**config.mk**
```make
export PLATFORM = sky130hd
export DESIGN_NAME = gct_round
export DESIGN_NICKNAME = d
export VERILOG_FILES = /design/src/hdl/assert_macros.svh /design/src/hdl/gct_round.sv
export SDC_FILE = /design/constraint.sdc
export NUM_CORES = 2
export LEC_CHECK = 0
export CAP_MARGIN = 10
export CORE_MARGIN = 2
export CORE_UTILIZATION = 64
export CTS_BUF_LIST = sky130_fd_sc_hd__clkbuf_8
export DETAILED_ROUTE_END_ITERATION = 6
export DONT_BUFFER_PORTS = 1
export GPL_ROUTABILITY_DRIVEN = 1
export PLACE_DENSITY = 0.84
export SYNTH_ARGS = -nofsm -noshare
export SYNTH_HDL_FRONTEND = slang
export SYNTH_SLANG_ARGS = --single-unit
```
**constraint.sdc**
```tcl
create_clock -name clock -period 21.3 [get_ports clock]
set_input_delay 2.13 -clock clock [delete_from_list [all_inputs] [get_ports clock]]
set_output_delay 2.13 -clock clock [all_outputs]
set_load 0.05 [all_outputs]
```
**src/hdl/assert_macros.svh**
```systemverilog
// Assertion helpers, clocked on clock, off during reset.
`ifndef ASSERT_MACROS_SVH
`define ASSERT_MACROS_SVH

`define CHECK_IMPLY(label, ante, cons, msg) \
   label: assert property (@(posedge clock) disable iff (reset) (ante) |-> (cons)) \
      else $error(msg);

`define CHECK_NEXT(label, ante, cons, msg) \
   label: assert property (@(posedge clock) disable iff (reset) (ante) |=> (cons)) \
      else $error(msg);

`endif

```
**src/hdl/gct_round.sv**
```systemverilog
module gct_round (
   input  logic        clock,
   input  logic [11:0] gain_in,
   input  logic [31:0] p_in,
   input  logic [6:0]  n_in,
   input  logic        kill_in,
   output logic [7:0]  value_out
);

   logic [51:0] x_ff;
   logic [6:0]  n_ff;
   logic        kill_ff;
   logic [7:0]  value_ff;

   logic [19:0] g255;
   logic [51:0] x_in;
   logic [5:0]  s;
   logic [51:0] margin;
   logic [63:0] sum;
   logic [63:0] q;
   logic [7:0]  value_in;

   always_comb begin
      g255 = (20'(gain_in) << 8) - 20'(gain_in);
      x_in = 52'(g255) * 52'(p_in);
   end

   always_ff @(posedge clock) begin
      x_ff    <= x_in;
      n_ff    <= n_in;
      kill_ff <= kill_in;
   end

   // ceil(x / 2^s - 2^-12), s = 39 + n, saturated
   always_comb begin
      s        = 6'(7'd39 + n_ff);
      margin   = 52'd1 << (s - 6'd12);
      sum      = 64'(x_ff - margin) + ((64'd1 << s) - 64'd1);
      q        = sum >> s;
      value_in = (q > 64'd255) ? 8'd255 : q[7:0];
      if (kill_ff || (n_ff >= 7'd25) || (x_ff <= margin)) value_in = 8'd0;
   end

   always_ff @(posedge clock) begin
      value_ff <= value_in;
   end

   assign value_out = value_ff;

endmodule

```
==> flow_summary.yaml <==
worst_hold_path:
  hp-class: "register to register"
  worstHoldPathCells: 5
setup_path:
  worst-path-stages: 39
  worst_setup_path_start_kind: "register"
  cp.buffers_inverters: 2
  arrival_ps: 12220
  end_kind: "register"
  required_ps: 21560
  crit_top_cell: "nor3_1"
  slowest_stage: "xnor2_1"
  crit_path_max_incr_delay_ps: 740
  crit_type: "register to register"
  path_max_fanout: 73
  cp_top_family: "compound AO/OA/AOI/OAI gates"
  reg2regPathDepth: 39
route:
  vias_per_cell: 6.32
  wirelength_um: 104000
  drc: 0
  drt.antenna.violating_nets: 0
  wl_per_cell_um: 21.0
  dr.pass1.iters: 6
  drt_iter0_markers: 3389
  vias: 31300
finish:
  postLayoutCoreUtil_pct: 66.1
  area_growth_pct: 1.70
  fin_nets: 5182
  design_area_um2: 35600
  layout-drive-gt1-share_pct: 4.01
place:
  gp_congestion: 0.996
  hpwlAfterDp_um: 83100
  numPortBuffers: 0
  pre_cts_slack_ps: 9790
  postPlaceCellArea_um2: 35400
clock_tree:
  cts_setup_buffers: 0
  clock_sinks: 68
  ctsHtreeMaxLevel: 3
  clock_path_buffers: 2
  cts_root_buf: "clkbuf_8"
  clkTransAtPathRegs_ps: 90
  clkLatencyLatePin_ps: 400
  cts_resized: 0
  cts_hold_buf: 0
  cts_tree: "yes"
  cts_made_buffers: 9
outcome:
  status: "complete, no violations"
floorplan:
  dieWidth_um: 238
  top_level_ports: 61
  dieHeight_um: 238
  die-area_um2: 56600
  rows: 85
  initial_core_util_pct: 65.0
  core_area_um2: 53900
synth:
  async_flop_share_pct: 0
  synth.yosys.seq_area_share_pct: 3.89
  synth-seq-cells: 68
  synth_area_um2: 35000
  ys.flop_type: "dfxtp_1"
  synth-edff-count: 0
  synth_nets: 5373
  yosysUniqueCellTypes: 104
  yosysWarningCount: 0
  avgSynthCellArea_um2: 7.91
  synthCells: 4430
timing:
  clock.fmax_ghz: 0.0836
  worst_pin_slew_ps: 1360
  finalHoldViolCount: 0
  clock_skew_ps: 13.5
  rsz0062_at_grt: "no"
  worst_slack_ps: 9340
  finalCritPeriodShare_pct: 56.1
  slew_violations: 0
  final-setup-viol-count: 0
  max-slew-margin-rel_pct: 9.10
  min_period_ps: 11960
  fin_setup_tns_ps: 0
grt:
  overflow: 0
  use_met2_pct: 59.9
  grt_pass1_wl_um: 167000
  grt_pass1_vias: 31800
  grt_busiest_layer: "met2"
  grtUsageTotal_pct: 37.2
  antenna_found_initial: 4
  grtUsageMet3_pct: 7.84
  grt_max_degree: 74
  grtUsageMet1_pct: 47.0
run:
  drv_cap: 0
==> cells in the mapped netlist (all sizes together) (28+ instances only) <==
library cell | instances | area, µm²
nand2b | 37 | 231
o211ai | 38 | 290
a211oi | 31 | 248
mux2i | 40 | 400
ha | 352 | 4400
nor2 | 197 | 742
buf | 42 | 194
xor2 | 58 | 508
nand3 | 97 | 490
nor2b | 103 | 644
nand4 | 46 | 288
a31oi | 28 | 175
inv | 696 | 2610
o21ai | 128 | 656
a21o | 89 | 668
o21a | 31 | 233
dfxtp | 68 | 1360
clkbuf | 201 | 754
xnor2 | 102 | 893
o21bai | 32 | 240
nor3 | 70 | 350
fa | 538 | 10800
and2 | 141 | 885
nand2 | 714 | 2680
a21oi | 203 | 1050
==> layer usage <==
metal	share of wire (%)	vias to the layer above
li1	-	14100
met1	38	15000
met2	45	1766
met3	10	376
met4	6.2	2
met5	0.013	-
==> state kept, by name, indices dropped and copies added, names as in the netlist <==
| register | count |
|---|---|
| kill_ff | 1 |
| n_ff | 7 |
| value_out | 8 |
| x_ff | 52 |
==> layout by cell type, fill, tap and decap left out, types with 17 or more instances in the layout <==
| master | count |
|---|---|
| nand2b_1 | 37 |
| fa_1 | 538 |
| o211ai_1 | 37 |
| and3_1 | 27 |
| ha_1 | 351 |
| nor3_1 | 70 |
| nand2_1 | 713 |
| and2_1 | 140 |
| nor4_1 | 24 |
| o21a_1 | 31 |
| o21bai_1 | 32 |
| nor2_1 | 196 |
| mux2i_1 | 40 |
| nand4_1 | 46 |
| xnor2_1 | 88 |
| buf_4 | 41 |
| a211oi_1 | 28 |
| xor2_1 | 53 |
| a21o_1 | 89 |
| nand3_1 | 96 |
| a31oi_1 | 28 |
| o21ai_0 | 116 |
| inv_1 | 694 |
| dfxtp_1 | 67 |
| mux4_2 | 17 |
| nor2b_1 | 103 |
| a21oi_1 | 196 |
==> cell families after synthesis <==
kind of cell,synth area share [%]
AO/OA/AOI/OAI,15.4
XOR/XNOR,4.00
adder cells (fa/ha/maj),43.3
buffers and inverters,10.2
flip-flops,3.89
multiplexers,2.56
AND/OR/NAND/NOR,20.7
==> area by class of cell <==
type | count | area (µm²)
fill | 4429 | 18300
sequential | 68 | 1360
inverter | 697 | 2620
clock buffer | 9 | 124
multi-input combinational | 3422 | 30200
timing repair buffer | 41 | 308
clock inverter | 7 | 83.8
tap | 696 | 871
antenna | 3 | 7.51
==> stage by stage <==
stage,std cells,hold WS [ps]
after floorplan,4430,682
after global placement,4924,907
after detailed placement,4924,912
after CTS,4940,920
after global routing,4941,994
final,4943,950
==> worst paths after layout <==
path	start	slack, ps	end
setup / recovery	n_ff[0]	9340	value_out[1]
hold / removal	n_ff[6]	950	value_out[3]
setup reg to reg	n_ff[0]	9340	value_out[1]
hold reg to reg	n_ff[6]	950	value_out[3]
==> worst reg2reg max path: cells and delay by family (launching register included) <==
kind / cells / cell delay [ps]
simple gates: 15 / 3770
fa+ha+maj: 3 / 1130
buf+inv: 2 / 690
flops: 1 / 350
xor+xnor: 2 / 1110
compound gates: 16 / 4530
mux: 1 / 200
Power is left out: the tool's default activity adds up to more than one toggle a clock period on the data nets, which glitch-free logic cannot reach.
